==> src/rtl/nlc_div.sv <==
module nlc_div #(
  parameter int DVD_W = 37,
  parameter int DVS_W = 20
) (
  input  logic             clk,
  input  logic             rst_n,
  input  logic             start,
  input  logic [DVD_W-1:0] dividend,
  input  logic [DVS_W-1:0] divisor,
  output logic [DVD_W-1:0] quotient,
  output logic             done
);

  localparam int CNT_W = $clog2(DVD_W + 1);

  logic [DVD_W-1:0] quo_r;
  logic [DVS_W-1:0] rem_r;
  logic [DVS_W-1:0] dvs_r;
  logic [CNT_W-1:0] cnt_r;
  logic             busy_r;
  logic             done_r;
  logic [DVS_W:0]   rem_sh;
  logic [DVS_W+1:0] diff;
  logic             fits;

  // restoring division, one quotient bit per cycle
  assign rem_sh = {rem_r, quo_r[DVD_W-1]};
  assign diff   = {1'b0, rem_sh} - {2'b00, dvs_r};
  assign fits   = ~diff[DVS_W+1];

  always_ff @(posedge clk) begin
    if (!rst_n) begin
      busy_r <= 1'b0;
      done_r <= 1'b0;
      cnt_r  <= '0;
    end else if (start) begin
      busy_r <= 1'b1;
      done_r <= 1'b0;
      cnt_r  <= '0;
    end else if (busy_r) begin
      cnt_r <= cnt_r + 1'b1;
      if (cnt_r == CNT_W'(DVD_W - 1)) begin
        busy_r <= 1'b0;
        done_r <= 1'b1;
      end
    end
  end

  always_ff @(posedge clk) begin
    if (start) begin
      quo_r <= dividend;
      rem_r <= '0;
      dvs_r <= divisor;
    end else if (busy_r) begin
      quo_r <= {quo_r[DVD_W-2:0], fits};
      rem_r <= fits ? diff[DVS_W-1:0] : rem_sh[DVS_W-1:0];
    end
  end

  assign quotient = quo_r;
  assign done     = done_r;

endmodule

==> config.mk <==
export PLATFORM = sky130hd
export DESIGN_NAME = nlc_div
export DESIGN_NICKNAME = d
export VERILOG_FILES = /design/src/rtl/nlc_div.sv
export SDC_FILE = /design/constraint.sdc
export NUM_CORES = 1
export LEC_CHECK = 0
export BUFFER_PORTS_ARGS = -buffer_cell sky130_fd_sc_hd__buf_2
export CAP_MARGIN = 20
export CORE_UTILIZATION = 50
export CTS_CLUSTER_SIZE = 14
export DETAILED_ROUTE_END_ITERATION = 12
export HOLD_SLACK_MARGIN = 0.08
export PLACE_DENSITY = 0.76
export SETUP_SLACK_MARGIN = 0.02
export SYNTH_ARGS = -nofsm -noshare
export SYNTH_HDL_FRONTEND = slang
export SYNTH_SLANG_ARGS = --single-unit
==> constraint.sdc <==
create_clock -name clk -period 2.65 [get_ports clk]
set_input_delay 0.53 -clock clk [delete_from_list [all_inputs] [get_ports clk]]
set_output_delay 0.53 -clock clk [all_outputs]
set_load 0.005 [all_outputs]
==> qor.yml, run 1 <==
status: "complete, but fails checks"
failed_checks: "DRC"
fillers: 708
grt_max_degree: 37
vias: 3556
hold_class: "in2reg"
multi_input_area_sq_mm: 0.00219
use_met3_pct: 6.16
cts_buffers: 9
slew_headroom_pct: 67.2
dpl.hpwl_microns: 6920
post_cts_buffers: 0
drtIter0Drc: 158
synth_async_sr_flop_share_pct: 0
routedWlPerCell_microns: 15.2
drcViolationCount: 4
drv_slew: 0
synthCells: 413
antenna_found_initial: 0
cts_tree: "done"
synth_edf_count: 57
grt_usage_pct: 21.0
worstPathRequired_ns: 2.93
h-tree-depth: 3
ios: 98
rows: 34
setup_violations: 0
yosys_warnings: 0
cp-end-kind: "register"
clock-sinks: 85
avgSynthCellArea_sq_um: 11.2
max_freq_mhz: 395
layout_commonest_cell: "buf_2"
final_nets: 600
slowest_stage: "ha_1"
syn-num-nets: 496
ant_nets: 0
core_sq_mm: 0.00881
clkLatencyLatePin_ns: 0.36
fin_crit_sh_pct: 95.6
die_area_sq_mm: 0.00961
synth_seq_cells: 85
yosysSeqAreaShare_pct: 49.3
path_cells: "inv_1 -> ha_1 -> nand4_1 -> o22a_1 -> a21o_4 -> a21bo_2 -> buf_4 -> a2111oi_4 -> mux2i_1 -> a31oi_1"
cap_violations: 0
yosys.cell_types.count: 61
die_w_microns: 98.0
grt_pass1_vias: 3645
pre_cts_slack_ns: 0.0482
vdd_drop_max_mv: 0.356
final_cell_mix: "buf_2 (97), edfxtp_1 (57), mux2_2 (37), nand2_1 (37), nor2_1 (33)"
syn2layout_area_growth_pct: 19.2
clockBufferDepth: 2
grtUsageMet2_pct: 35.1
fin_crit_ns: 2.53
busiest_layer: "met2"
grtUsageMet1_pct: 25.3
placedCellCount: 614
grt_pass1_wl_microns: 16100
start_util_pct: 52.3
path_clk_slew_ns: 0.09
vias_per_cell: 5.64
area.sequential_sq_mm: 0.00227
fin_skew_ns: 0.00928
cp_data_arrival_time_ns: 2.81
hold_viol: 0
root_buffer: "clkbuf_8"
io_buffers: 97
die_h_microns: 98.0
rsz0062_at_grt: "yes"
overflow: 0
dr.pass1.iters: 8
routed_wirelength_microns: 9600
fin_cells: 631
critPathMaxFanout: 7
synth_area_sq_mm: 0.00461
synth-main-ff-cell: "edfxtp_1"
routabilityCongestion: 0.845
power.density_mw_per_mm2: 622
setup_tns_ns: 0
critPathKind: "reg2reg"
startpoint_type: "register"
drive_gt1_share_pct: 35.4
setup_slack_ns: 0.117
slowest_delay_ns: 0.39
tightestPinTransition_ns: 0.490
power.leakage_nw: 2.28
[cell families after synthesis]
logic type,Yosys count,synth area share [%]
AO/OA/AOI/OAI,95,16.4
XOR/XNOR,11,2.09
adder cells (fa/ha/maj),23,6.41
buffers and inverters,42,3.80
flip-flops,85,49.3
multiplexers,40,9.69
AND/OR/NAND/NOR,117,12.3
[layout make-up]
class	instances	area share, %
antenna	1	0.0455
clock buffer	9	2.25
clock inverter	7	1.78
inverter	25	1.71
multi-input combinational	286	39.8
sequential	85	41.3
tap	108	2.46
timing repair buffer	110	10.6
[layer usage]
metal,share of wire [%],up-vias
li1,-,1740
met1,43,1683
met2,47,115
met3,7.5,18
met4,2.5,0
met5,0,-
[through the flow]
step	cell area, sq um	power (mW)	util (%)	hold slack (ns)
finish	5500	3.42	62.4	0.347
global route	5490	3.60	62.4	0.316
CTS	5470	3.44	62.1	0.328
detailed placement	5250	2.41	59.6	0.479
global placement	5250	2.39	59.6	0.471
floorplan	4610	2.17	-	0.455
[critical path, delay by kind of cell (launching register included)]
family,cells,cell delay [ns]
AND/OR/NAND/NOR,1,0.15
flip-flops,1,0.33
multiplexers,1,0.13
buffers and inverters,2,0.20
AO/OA/AOI/OAI,5,1.26
adder cells (fa/ha/maj),1,0.39
[repair_timing]
action | CTS | global route
hold buffers | 0 | 0
resized for setup | 1 | 5
cloned | 0 | 0
hold endpoints to repair | 0 | 0
pin swaps | 0 | 2
setup endpoints to repair | 1 | 5
[power breakdown]
part | internal, mW | switching (mW)
Combinational | 0.356 | 0.417
Clock | 0.536 | 0.488
Sequential | 1.55 | 0.0678
[final timing paths]
path / from / to / slack [ns] / depth (start not counted)
worst max-delay path: dvs_r[8] / rem_r[16] / 0.12 / 10
worst min register to register: cnt_r[5] / cnt_r[5] / 0.49 / 2
worst max register to register: dvs_r[8] / rem_r[16] / 0.12 / 10
worst min-delay path: divisor[18] / dvs_r[18] / 0.35 / 1
[synthesized netlist by cell type (all sizes together) (4+ instances only)]
| master | instances | share of area [%] |
|---|---|---|
| clkbuf | 13 | 1.1 |
| a21boi | 5 | 1.1 |
| a21oi | 17 | 1.8 |
| o21a | 6 | 0.98 |
| nor3 | 4 | 0.43 |
| nand4 | 5 | 0.81 |
| edfxtp | 57 | 37 |
| nand2 | 38 | 3.1 |
| xor2 | 5 | 0.95 |
| a211oi | 4 | 0.76 |
| a21o | 6 | 1.1 |
| xnor2 | 6 | 1.1 |
| nor2 | 35 | 3.2 |
| buf | 4 | 0.68 |
| ha | 22 | 6.0 |
| mux2 | 37 | 9.0 |
| nand3 | 9 | 0.98 |
| or3 | 4 | 0.54 |
| inv | 25 | 2.0 |
| a311oi | 12 | 2.4 |
| nor2b | 6 | 0.81 |
| o31ai | 4 | 0.65 |
| o211ai | 4 | 0.65 |
| a31oi | 6 | 0.81 |
| dfxtp | 28 | 12 |
| o21ai | 12 | 1.3 |
[registers in the layout (all words and copies together) (netlist names)]
signal	cells
busy_r	1
cnt_r	6
done	1
dvs_r	20
quotient	37
rem_r	20
(Power assumes the default switching activity.)
==> run 2, diff against run 1 <==
--- a/config.mk
+++ b/config.mk
@@ -7,11 +7,11 @@
 export LEC_CHECK = 0
 export BUFFER_PORTS_ARGS = -buffer_cell sky130_fd_sc_hd__buf_2
 export CAP_MARGIN = 20
-export CORE_UTILIZATION = 50
+export CORE_UTILIZATION = 53
 export CTS_CLUSTER_SIZE = 14
 export DETAILED_ROUTE_END_ITERATION = 12
 export HOLD_SLACK_MARGIN = 0.08
-export PLACE_DENSITY = 0.76
+export PLACE_DENSITY = 0.78
 export SETUP_SLACK_MARGIN = 0.02
 export SYNTH_ARGS = -nofsm -noshare
 export SYNTH_HDL_FRONTEND = slang
==> qor.yml, run 2 (synthesized netlist as in run 1, its figures left out) <==
rows: 33  # was 34
vias_per_cell: 5.68  # was 5.64
routed_wirelength_microns: 9720  # was 9600 microns
cts_tree: "done"  # unchanged
antenna_cells: 0  # was 1
grt_max_degree: 41  # was 37
hold_class: "in2reg"  # unchanged
startpoint_type: "register"  # unchanged
routabilityCongestion: 0.876  # was 0.845
root_buffer: "clkbuf_8"  # unchanged
max_freq_mhz: 397  # was 395 MHz
cp_top_family: "compound AO/OA/AOI/OAI gates"  # unchanged
clkLatencyLatePin_ns: 0.35  # was 0.36 ns
h-tree-depth: 3  # unchanged
vias: 3556  # unchanged
reg2reg_depth: 10  # unchanged
r2r_setup_slack_ns: 0.13  # was 0.12 ns
ios: 98  # unchanged
grt_usage_pct: 22.2  # was 21.0%
fin_crit_sh_pct: 95.0  # was 95.6%
regToRegStartpoint: "dvs_r[1]"  # was dvs_r[8]
overflow: 0  # unchanged
clock-sinks: 85  # unchanged
cp-end-kind: "register"  # unchanged
multi_input_area_sq_mm: 0.00219  # about the same
slowest_delay_ns: 0.41  # was 0.39 ns
area.sequential_sq_mm: 0.00227  # unchanged
grt_pass1_vias: 3399  # was 3645
drive_gt1_share_pct: 35.3  # was 35.4%
clockBufferDepth: 2  # unchanged
switchingPower_uw: 995  # was 974 uW
hold_viol: 0  # unchanged
path_buf_inv: 2  # unchanged
die_h_microns: 95.3  # was 98.0 microns
final_util_pct: 66.1  # was 62.4%
placedCellCount: 608  # was 614
reg2reg_to: "rem_r[16]"  # unchanged
path_cells: "inv_1 -> ha_1 -> nor2b_1 -> o211ai_1 -> a21o_4 -> a21bo_2 -> buf_4 -> a2111oi_4 -> mux2i_1 -> a31oi_1"  # was inv_1 -> ha_1 -> nand4_1 -> o22a_1 -> a21o_4 -> a21bo_2 -> buf_4 -> a2111oi_4 -> mux2i_1 -> a31oi_1
crit_end: "rem_r[16]"  # unchanged
rsz0062_at_grt: "yes"  # unchanged
slowest_stage: "edfxtp_1"  # was ha_1
power.leakage_nw: 2.28  # about the same
fin_cells: 626  # was 631
path_clk_slew_ns: 0.10  # was 0.09 ns
fillers: 608  # was 708
ant_nets: 0  # unchanged
pwr-share-seq_pct: 48.3  # was 47.4%
critPathKind: "reg2reg"  # unchanged
start_util_pct: 55.5  # was 52.3%
status: "complete, no violations"  # was complete, but fails checks
cp-startpoint: "dvs_r[1]"  # was dvs_r[8]
grt_pass1_wl_microns: 15600  # was 16100 microns
die_w_microns: 95.3  # was 98.0 microns
power_frac_clock_pct: 28.5  # was 30.0%
routedWlPerCell_microns: 15.5  # was 15.2 microns
power.density_mw_per_mm2: 612  # was 622 mW/mm^2
largest_reg_flops: 37  # unchanged
critPathMaxFanout: 6  # was 7
antenna_found_initial: 0  # unchanged
worstPathRequired_ns: 2.92  # was 2.93 ns
cts_buffers: 9  # unchanged
layout_commonest_cell: "buf_2"  # unchanged
cts.hold.buffers_added: 0  # unchanged
core_sq_mm: 0.00830  # was 0.00881 sq mm
final_nets: 599  # was 600
hp-start: "divisor[15]"  # was divisor[18]
dr.pass1.iters: 4  # was 8
tightestPinTransition_ns: 0.495  # was 0.490 ns
cp_data_arrival_time_ns: 2.79  # was 2.81 ns
drtIter0Drc: 142  # was 158
sw_frac_of_total_pct: 29.7  # was 28.5%
dpl.hpwl_microns: 7000  # was 6920 microns
slew_headroom_pct: 67.0  # was 67.2%
vdd_drop_max_mv: 0.371  # was 0.356 mV
final_cell_mix: "buf_2 (97), edfxtp_1 (57), mux2_2 (37), nand2_1 (37), nor2_1 (33)"  # unchanged
io_buffers: 97  # unchanged
cp_num_cells: 10  # unchanged
die_area_sq_mm: 0.00907  # was 0.00961 sq mm
drv_slew: 0  # unchanged
setup_violations: 0  # unchanged
drcViolationCount: 0  # was 4
cap_violations: 0  # unchanged
fin_skew_ns: 0.0154  # was 0.00928 ns
power_frac_comb_pct: 23.2  # was 22.6%
fin_crit_ns: 2.52  # was 2.53 ns
internal_power_mw: 2.36  # was 2.44 mW
syn2layout_area_growth_pct: 19.0  # was 19.2%
==> run 2: cell types whose count changed in the layout (fill, tap and decap cells not counted), sizes merged <==
cell / delta
clkinv: +2
clkinvlp: -2
buf: -1
bufinv: -1
diode: -1
inv: +1
==> run 2: worst register-to-register path: cells and delay by family, from the launching register on <==
family	cells	cell delay [ns]
compound gates	5	1.20
fa+ha+maj	1	0.26
buf+inv	2	0.23
flops	1	0.41
mux	1	0.11
simple gates	1	0.23
==> run 2: layout make-up <==
type / instances / share of cell area, %
clock buffer: 9 / 2.26
clock inverter: 7 / 1.48
inverter: 25 / 1.71
multi-input combinational: 286 / 40.0
sequential: 85 / 41.4
tap: 105 / 2.40
timing repair buffer: 109 / 10.7
==> run 2: worst min path at each step <==
stage                     slack (ns)        end  cells past startpoint
after global routing            0.33  dvs_r[17]                      1
final                           0.34  dvs_r[15]                      1
after CTS                       0.33  dvs_r[13]                      1
after detailed placement        0.48   rem_r[1]                      2
after global placement          0.47   cnt_r[5]                      2
after floorplan                 0.46  rem_r[18]                      2
==> run 2: stage by stage <==
| stage | setup TNS (ns) | setup slack (ns) | power [mW] | area (sq um) | hold slack, ns |
|---|---|---|---|---|---|
| 2_1_floorplan | 0 | 0.222 | 2.17 | 4610 | 0.455 |
| 5_1_grt | -0.0139 | -0.0139 | 3.52 | 5480 | 0.330 |
| 3_3_place_gp | 0 | 0.157 | 2.37 | 5220 | 0.472 |
| 4_1_cts | 0 | 0.0744 | 3.36 | 5430 | 0.329 |
| 3_5_place_dp | 0 | 0.0281 | 2.40 | 5220 | 0.483 |
| 6_report | 0 | 0.133 | 3.36 | 5480 | 0.341 |
==> run 2: timing repair <==
item	CTS	global route
setup endpoints to repair	1	14
pin swaps	0	4
resized for setup	1	6
buffers inserted	0	2
==> run 2: power by group through the flow <==
stage	Combinational (mW)	Clock, mW	Sequential, mW
after floorplan	0.528	0	1.64
final	0.778	0.957	1.62
after global placement	0.732	0	1.64
after global routing	0.864	1.02	1.64
after detailed placement	0.752	0	1.65
after CTS	0.757	0.978	1.62
==> run 2: routing by layer <==
metal / wire, microns / track usage (%) / part of all wire, %
met1: 4310 / 28.7 / 44
met2: 4600 / 35.4 / 47
met3: 712 / 6.22 / 7.3
met4: 89 / 8.08 / 0.92
met5: 0 / 0 / 0
