<file path="config.mk">
export PLATFORM = sky130hd
export DESIGN_NAME = nlc_cell
export DESIGN_NICKNAME = d
export VERILOG_FILES = /design/src/rtl/nlc_pkg.sv /design/src/rtl/nlc_cell.sv
export SDC_FILE = /design/constraint.sdc
export NUM_CORES = 1
export LEC_CHECK = 0
export BUFFER_PORTS_ARGS = -buffer_cell sky130_fd_sc_hd__clkbuf_2
export CORE_MARGIN = 2
export CORE_UTILIZATION = 55
export CTS_CLUSTER_SIZE = 14
export DETAILED_ROUTE_END_ITERATION = 6
export GPL_ROUTABILITY_DRIVEN = 0
export HOLD_SLACK_MARGIN = 0.1
export PLACE_DENSITY = 0.79
export SKIP_CTS_REPAIR_TIMING = 1
export SYNTH_ARGS = -nofsm -noshare
export SYNTH_HDL_FRONTEND = slang
export SYNTH_SLANG_ARGS = --single-unit
</file>
<file path="constraint.sdc">
create_clock -name clk -period 7.7 [get_ports clk]
set_input_delay 1.925 -clock clk [delete_from_list [all_inputs] [get_ports clk]]
set_output_delay 1.925 -clock clk [all_outputs]
set_load 0.02 [all_outputs]
</file>
<file path="src/rtl/nlc_pkg.sv">
package nlc_pkg;

  localparam int SAMPLE_WIDTH = 16;
  localparam int WEIGHT_WIDTH = 16;
  localparam int HALF_LIMIT   = 6;
  localparam int HW_W         = 3;
  localparam int CFG_IDX_W    = 3;
  localparam int CFG_DATA_W   = 16;
  localparam int NUM_WEIGHTS  = 7;

  localparam logic [CFG_IDX_W-1:0] REG_HALF_WIDTH    = 3'd0;
  localparam logic [CFG_IDX_W-1:0] REG_CENTRE_WEIGHT = 3'd1;
  localparam logic [CFG_IDX_W-1:0] REG_WEIGHT_ONE    = 3'd2;
  localparam logic [CFG_IDX_W-1:0] REG_WEIGHT_TWO    = 3'd3;
  localparam logic [CFG_IDX_W-1:0] REG_WEIGHT_THREE  = 3'd4;
  localparam logic [CFG_IDX_W-1:0] REG_WEIGHT_FOUR   = 3'd5;
  localparam logic [CFG_IDX_W-1:0] REG_WEIGHT_FIVE   = 3'd6;
  localparam logic [CFG_IDX_W-1:0] REG_WEIGHT_SIX    = 3'd7;

  typedef struct packed {
    logic signed [SAMPLE_WIDTH-1:0] sample;
    logic                           sample_valid;
    logic                           last_in_line;
  } in_item_t;

  typedef struct packed {
    logic signed [SAMPLE_WIDTH-1:0] smoothed;
    logic                           smoothed_valid;
    logic                           last_of_line;
  } out_item_t;

  typedef struct packed {
    logic shift;
    logic clear;
  } cell_ctrl_t;

  typedef enum logic [2:0] {
    S_IDLE,
    S_DECIDE,
    S_SUM,
    S_DIV,
    S_OUT
  } state_t;

endpackage

</file>
<file path="src/rtl/nlc_cell.sv">
module nlc_cell #(
  parameter int ACC_W  = 37,
  parameter int NORM_W = 20
) (
  input  logic                                    clk,
  input  logic                                    rst_n,
  input  nlc_pkg::cell_ctrl_t                     ctrl,
  input  logic signed [nlc_pkg::SAMPLE_WIDTH-1:0] samp_in,
  input  logic                                    flag_in,
  input  logic [nlc_pkg::WEIGHT_WIDTH-1:0]        weight,
  input  logic                                    tap_en,
  input  logic signed [ACC_W-1:0]                 acc_in,
  input  logic [NORM_W-1:0]                       norm_in,
  input  logic                                    any_in,
  output logic signed [nlc_pkg::SAMPLE_WIDTH-1:0] samp_out,
  output logic                                    flag_out,
  output logic signed [ACC_W-1:0]                 acc_out,
  output logic [NORM_W-1:0]                       norm_out,
  output logic                                    any_out
);

  localparam int PROD_W = nlc_pkg::SAMPLE_WIDTH + nlc_pkg::WEIGHT_WIDTH + 1;

  logic signed [nlc_pkg::SAMPLE_WIDTH-1:0] samp_r;
  logic                                    flag_r;
  logic signed [PROD_W-1:0]                prod_r;
  logic [nlc_pkg::WEIGHT_WIDTH-1:0]        wt_r;
  logic                                    use_r;
  logic signed [ACC_W-1:0]                 acc_r;
  logic [NORM_W-1:0]                       norm_r;
  logic                                    any_r;
  logic signed [nlc_pkg::WEIGHT_WIDTH:0]   weight_s;
  logic                                    use_nxt;

  assign weight_s = $signed({1'b0, weight});
  assign use_nxt  = flag_r & tap_en;

  // window tap
  always_ff @(posedge clk) begin
    if (!rst_n) begin
      flag_r <= 1'b0;
    end else if (ctrl.clear) begin
      flag_r <= 1'b0;
    end else if (ctrl.shift) begin
      flag_r <= flag_in;
    end
  end

  always_ff @(posedge clk) begin
    if (ctrl.clear) begin
      samp_r <= '0;
    end else if (ctrl.shift) begin
      samp_r <= samp_in;
    end
  end

  // product stage, then the running sums ripple one cell per cycle
  always_ff @(posedge clk) begin
    if (!rst_n) begin
      use_r <= 1'b0;
      any_r <= 1'b0;
    end else begin
      use_r <= use_nxt;
      any_r <= any_in | use_r;
    end
  end

  always_ff @(posedge clk) begin
    prod_r <= use_nxt ? PROD_W'(samp_r * weight_s) : '0;
    wt_r   <= use_nxt ? weight : '0;
    acc_r  <= acc_in + ACC_W'(prod_r);
    norm_r <= norm_in + NORM_W'(wt_r);
  end

  assign samp_out = samp_r;
  assign flag_out = flag_r;
  assign acc_out  = acc_r;
  assign norm_out = norm_r;
  assign any_out  = any_r;

endmodule

</file>
==> results of run 1 <==
## routing by layer
| layer | up-vias | share of wire |
|---|---|---|
| met5 | - | 0 |
| met4 | 0 | 0.040 |
| met3 | 106 | 0.067 |
| met2 | 521 | 0.50 |
| met1 | 6001 | 0.39 |
| li1 | 5672 | - |
## how the worst max path moves through the flow
stage / from / endpoint / slack (ns) / cells past startpoint
after floorplan: weight[7] / prod_r[28] / 0.31 / 20
after global placement: weight[8] / prod_r[28] / 0.19 / 20
after detailed placement: weight[10] / prod_r[28] / -0.03 / 19
after CTS: weight[10] / prod_r[28] / 0.42 / 19
after global routing: weight[8] / prod_r[28] / 0.0009 / 20
final: weight[10] / prod_r[28] / 0.32 / 19
## power by group through the flow
stage	Combinational [mW]	Sequential, mW	Clock, mW
global placement	1.69	0.748	0
CTS	1.74	0.734	0.828
global route	1.96	0.739	0.853
floorplan	1.24	0.774	0
finish	1.75	0.735	0.811
detailed placement	1.73	0.749	0
## placed cells by master (no fill, tap or decap), types with 5 or more instances in the layout
cell       Yosys  routed
o21bai_1      15      15
nand4_1       16      16
o21a_1        11      11
fa_1         196     196
nand2_1      190     190
a21o_1        36      36
nand3_1       15      15
clkbuf_2       1     170
a31oi_1        6       6
buf_4          3      17
clkbuf_16      0      17
xor2_1        23      23
o211ai_1      12      12
inv_1        265     265
o21ai_0       38      38
nand3b_1       5       5
nand2b_1      20      20
a21boi_0       5       5
xnor2_1       46      46
nor3b_1        5       5
mux2i_1       21      21
ha_1         174     174
or2_2          5       5
and3_1        25      25
nor2_1        72      72
nor2b_1        7       7
nor3_1        19      19
dfxtp_1      125     125
a21oi_1       79      79
a211oi_1       9       9
and2_1       106     106
## cell usage after synthesis, drive strengths merged (3+ instances only)
library cell  number  area share
nand4             17      0.0075
o31ai              5      0.0028
mux2i             21       0.014
o211ai            12      0.0060
and3              25       0.010
buf                9      0.0051
nor2              72       0.018
a2111oi            4      0.0053
o21a              11      0.0055
nor3              20      0.0070
a21oi             81       0.028
xor2              23       0.013
a211oi            10      0.0054
o21bai            15      0.0075
a211o              3      0.0018
a21boi             6      0.0033
o21ai             43       0.015
or2                5      0.0021
xnor2             46       0.027
nand3             15      0.0050
a31oi              7      0.0033
nor2b              7      0.0029
a221oi             3      0.0026
fa               196        0.26
nor3b              5      0.0025
or3                5      0.0024
nor4               3      0.0017
nand2b            20      0.0084
and2             106       0.044
nand2            191       0.048
ha               174        0.15
nand3b             5      0.0025
clkbuf            53       0.013
a21o              36       0.018
dfxtp            125        0.17
inv              265       0.067
## registers in the layout, indices dropped and copies added, names as in the netlist
name,count
flag_out,1
any_out,1
use_r,1
norm_out,20
prod_r,33
acc_out,37
samp_out,16
wt_r,16
## through the flow
step / hold slack (ns) / total power [mW] / std cells
global route: 0.467 / 3.56 / 2168
global placement: 0.426 / 2.44 / 2136
detailed placement: 0.442 / 2.48 / 2136
CTS: 0.457 / 3.30 / 2168
finish: 0.452 / 3.30 / 2168
floorplan: 0.418 / 2.01 / 1670
## logic make-up (layout without fill, tap and decap cells)
logic type,Yosys count,count (layout)
buffers and inverters,328,485
AOI/OAI and AO/OA,257,257
DFF,125,125
adders and majority gates,370,370
muxes,21,21
and+or+nand+nor,500,500
xor gates and xnor gates,69,69
## worst max-delay path, cell delays in order
cell	delay, ns
clkbuf_2	0.31
nand2_1	0.15
fa_1	0.56
fa_1	0.56
inv_1	0.06
fa_1	0.52
inv_1	0.06
fa_1	0.48
fa_1	0.40
fa_1	0.52
inv_1	0.04
ha_1	0.33
a21o_1	0.18
a21oi_1	0.23
o21ai_0	0.15
a31oi_2	0.41
o41ai_4	0.18
a221oi_2	0.37
mux2i_1	0.27
## cell type report
class | count | share of cell area
multi-input combinational | 1217 | 0.670
tap | 341 | 0.0256
clock inverter | 15 | 0.00939
inverter | 266 | 0.0600
sequential | 125 | 0.150
clock buffer | 17 | 0.0255
timing repair buffer | 187 | 0.0588
==> flow_metrics.env, run 1 <==
export IMPL_first_global_vias=12922
export IMPL_synthAdderAreaFrac=0.408
export IMPL_synth_top_flop_cell="dfxtp_1"
export IMPL_netSwitchingFraction=0.443
export IMPL_fin_util=0.621
export IMPL_fraction_of_synthesized_cell_area_in_xor_and_xnor_cells=0.0404
export IMPL_grt_busiest_layer="met2"
export IMPL_die_area_um2=28500
export IMPL_final_max_tran_viols=0
export IMPL_synth_top_family_by_area="adder cells"
export IMPL_cell_internal_pwr_mw=1.84
export IMPL_synth_cell_type_count=77
export IMPL_power_share_combinational=0.532
export IMPL_grt_util_met3=0.0421
export IMPL_detail_route_wl_per_cell_um=16.9
export IMPL_fp_dieW_um=169
export IMPL_placed_cell_area_um2=16100
export IMPL_muxShareOfSynthArea=0.0141
export IMPL_count_of_nets_left_with_antenna_violations_after_detail_routing=0
export IMPL_track_usage=0.271
export IMPL_clock_skew_after_layout_ns=0.0126
export IMPL_tritoncts="built"
export IMPL_worstHoldStart="prod_r[0]"
export IMPL_run_status="finished, final reports clean"
export IMPL_worstRegToRegCells=18
export IMPL_drt_pre_antenna_iters=5
export IMPL_worst_hold_path_endpoint="acc_out[0]"
export IMPL_finalHoldViolCount=0
export IMPL_die_height_um=169
export IMPL_via_per_inst=5.67
export IMPL_floorplan_io_pins=171
export IMPL_timing_critical_path_from_type="input port"
export IMPL_timing_worst_setup_path_type="input port to flop"
export IMPL_total_leakage_power_nw=8.64
export IMPL_grt_antenna_before_repair=0
export IMPL_number_of_cells_traversed_by_the_worst_hold_path=1
export IMPL_multi_input_comb_area_um2=11200
export IMPL_cts_buffers_inserted=17
export IMPL_final_critical_path_setup_slack_ns=0.315
export IMPL_numClockSinks=125
export IMPL_ys_seq_elements=125
export IMPL_final_cell_area_um2=16700
export IMPL_clkLatencyLatePin_ns=0.42
export IMPL_detail_route_wirelength_um=36600
export IMPL_proportion_of_synthesized_flip_flops_having_asynchronous_set_or_reset=0
export IMPL_hold_path_class="flop to flop"
export IMPL_syn_inst=1670
export IMPL_antenna_diode_count=0
export IMPL_crit_reg2reg_launch="samp_out[2]"
export IMPL_largest_net_degree_at_the_start_of_global_routing=26
export IMPL_ys_seq_area_frac=0.167
export IMPL_global_route_usage_met2=0.475
export IMPL_max_clock_path_buffers=2
export IMPL_area_growth_syn_to_layout_pct=11.4
export IMPL_share_clk_of_total_power=0.246
export IMPL_setup_tns_final_ns=0
export IMPL_portBuffers=170
export IMPL_synth_enable_flop_cells=0
export IMPL_synth_yosys_warnings=0
export IMPL_reg_power_frac=0.223
export IMPL_synthesized_net_count=2136
export IMPL_p_switching_mw=1.46
export IMPL_area_fraction_in_and_or_nand_and_nor_cells_after_synthesis=0.166
export IMPL_fmax_mhz=135
export IMPL_fin_crit_sh=0.959
export IMPL_max_slew_margin=0.382
export IMPL_crit_path_end_kind="flop"
export IMPL_place_worst_setup_slack_ns=-0.0334
export IMPL_final_min_clock_period_ns=7.38
export IMPL_synth_cell_area_um2=14900
export IMPL_timing_max_cap_violations=0
export IMPL_worst_slew_pin_slew_ns=0.926
export IMPL_cp_data_required_time_ns=8.04
export IMPL_globalRouteOverflowTotal=0
export IMPL_rows=60
export IMPL_ff_latch_area_um2=2500
export IMPL_cp_data_arrival_time_ns=7.72
export IMPL_cts_clk_slew_worst_paths_ns=0.06
export IMPL_gr_usage_met1=0.328
export IMPL_worst_ir_drop_vdd_mv=0.178
export IMPL_num_vias=12300
export IMPL_path_max_fanout=17
export IMPL_wire_length_of_the_first_global_routing_pass_um=62100
export IMPL_detailed_place_hpwl_um=29200
export IMPL_rsz0062_at_grt="false"
export IMPL_layout_drive_gt1_share=0.136
export IMPL_final_nets=2280
export IMPL_timing_final_setup_violations=0
export IMPL_worst_case_register_to_register_setup_slack_ns=1.26
export IMPL_worst_reg2reg_path_endpoint="prod_r[28]"
export IMPL_final_fill_count=2222
export IMPL_drc=0
export IMPL_cts_root_buf="clkbuf_16"
export IMPL_synthesis_area_per_instance_um2=8.95
export IMPL_compound_gate_fraction_of_synth_area=0.119
export IMPL_htreeDepth=4
export IMPL_drt_first_iter_violations=933
export IMPL_power_density_nw_per_um2=198
export IMPL_design_core_area_um2=26800
export IMPL_initial_core_util=0.557
Note: power is estimated with default switching activity, not from simulation.
==> run 2, diff against run 1 <==
- CORE_UTILIZATION: 55 -> 60
- PLACE_DENSITY: 0.79 -> 0.82
- clock period: 7.7 -> 7.9 ns (I/O delays scaled with it)
==> flow_metrics.env, run 2 (same netlist as run 1, synthesis figures left out) <==
export IMPL_final_max_tran_viols=0
export IMPL_timing_critical_path_from_type="input port"
export IMPL_hold_path_class="flop to flop"
export IMPL_largest_net_degree_at_the_start_of_global_routing=26
export IMPL_initial_core_util=0.613
export IMPL_timing_max_cap_violations=0
export IMPL_place_worst_setup_slack_ns=0.192
export IMPL_path_max_fanout=17
export IMPL_die_height_um=162
export IMPL_whs_ns=0.444
export IMPL_finalHoldViolCount=0
export IMPL_setup_tns_final_ns=0
export IMPL_final_common_cell="inv_1"
export IMPL_die_area_um2=26200
export IMPL_count_of_nets_left_with_antenna_violations_after_detail_routing=0
export IMPL_tritoncts="built"
export IMPL_cp_data_arrival_time_ns=7.71
export IMPL_worst_slew_pin_slew_ns=0.859
export IMPL_max_clock_path_buffers=2
export IMPL_crit_path_end_kind="flop"
export IMPL_final_critical_path_setup_slack_ns=0.543
export IMPL_total_leakage_power_nw=8.62
export IMPL_final_cell_area_um2=16600
export IMPL_fin_crit_sh=0.931
export IMPL_cp_slowest_cell="fa_1"
export IMPL_detail_route_wl_per_cell_um=16.9
export IMPL_rows=57
export IMPL_drt_first_iter_violations=886
export IMPL_via_per_inst=5.72
export IMPL_fp_dieW_um=162
export IMPL_drc=0
export IMPL_numClockSinks=125
export IMPL_floorplan_io_pins=171
export IMPL_grt_antenna_before_repair=0
export IMPL_first_global_vias=12904
export IMPL_detail_route_wirelength_um=36200
export IMPL_max_slew_margin=0.427
export IMPL_area_growth_syn_to_layout_pct=11.1
export IMPL_cp_data_required_time_ns=8.25
export IMPL_detailed_place_hpwl_um=28700
export IMPL_rsz0062_at_grt="false"
export IMPL_power_density_nw_per_um2=192
export IMPL_clkLatencyLatePin_ns=0.44
export IMPL_globalRouteOverflowTotal=0
export IMPL_placed_cell_area_um2=16000
export IMPL_portBuffers=170
export IMPL_final_min_clock_period_ns=7.36
export IMPL_cp_slowest_stage_delay_ns=0.53
export IMPL_clock_skew_after_layout_ns=0.0187
export IMPL_timing_final_setup_violations=0
export IMPL_crit_top_cell="fa_1"
export IMPL_num_vias=12283
export IMPL_critical_path_cell_chain="clkbuf_2, and2_1, fa_1, inv_1, fa_1, fa_1, inv_1, fa_1, fa_1, inv_1, fa_1, inv_1, ha_1, a21o_1, a21oi_1, o21ai_0, a31oi_2, o41ai_4, a221oi_2, mux2i_1"
export IMPL_htreeDepth=4
export IMPL_largest_register_ffs=37
export IMPL_timing_worst_setup_path_type="input port to flop"
export IMPL_final_nets=2275
export IMPL_wire_length_of_the_first_global_routing_pass_um=61400
export IMPL_run_status="finished, final reports clean"
export IMPL_layout_drive_gt1_share=0.134
export IMPL_cts_buffers_inserted=17
export IMPL_design_core_area_um2=24400
export IMPL_track_usage=0.291
export IMPL_fmax_mhz=136
export IMPL_layout_cells_most_common_list="inv_1 (265), fa_1 (196), nand2_1 (190)"
export IMPL_cts_root_buf="clkbuf_16"
export IMPL_worst_ir_drop_vdd_mv=0.144
export IMPL_drt_pre_antenna_iters=7
export IMPL_cts_clk_slew_worst_paths_ns=0.06
export IMPL_antenna_diode_count=0
run 2: critical path: cells and delay by family:
| family | cells | cell delay [ns] |
|---|---|---|
| and+or+nand+nor | 1 | 0.27 |
| buffers and inverters | 5 | 0.44 |
| muxes | 1 | 0.21 |
| AOI/OAI and AO/OA | 6 | 1.50 |
| adders and majority gates | 7 | 3.30 |
run 2: where the power goes:
| group | total (mW) | internal (mW) | switching, mW |
|---|---|---|---|
| sequential | 0.715 | 0.676 | 0.0387 |
| clock | 0.800 | 0.454 | 0.346 |
| combinational | 1.68 | 0.653 | 1.02 |
| total | 3.19 | 1.78 | 1.41 |
run 2: worst paths after layout:
kind / start / to / slack, ns / cells after the start
setup / recovery: weight[8] / prod_r[28] / 0.54 / 20
hold / removal: prod_r[0] / acc_out[0] / 0.44 / 1
setup reg to reg: samp_out[1] / prod_r[28] / 1.61 / 18
hold reg to reg: prod_r[0] / acc_out[0] / 0.44 / 1
run 2: area by class of cell:
| type | count | area (µm²) |
|---|---|---|
| Inverter | 266 | 998 |
| Sequential cell | 125 | 2500 |
| Timing Repair Buffer | 182 | 941 |
| Fill cell | 1888 | 7790 |
| Clock buffer | 18 | 439 |
| Multi-Input combinational cell | 1217 | 11200 |
| Tap cell | 324 | 405 |
| Clock inverter | 14 | 149 |
run 2: stage by stage:
| step | cells | util | power (mW) |
|---|---|---|---|
| finish | 2146 | 0.681 | 3.19 |
| global route | 2146 | 0.681 | 3.45 |
| CTS | 2146 | 0.681 | 3.18 |
| detailed placement | 2114 | 0.656 | 2.37 |
| global placement | 2114 | 0.656 | 2.33 |
| floorplan | 1670 | - | 1.96 |
run 2: routing by layer:
layer	global-route usage	part of all wire
met1	0.355	0.39
met2	0.513	0.51
met3	0.0368	0.057
met4	0.134	0.043
met5	0	0
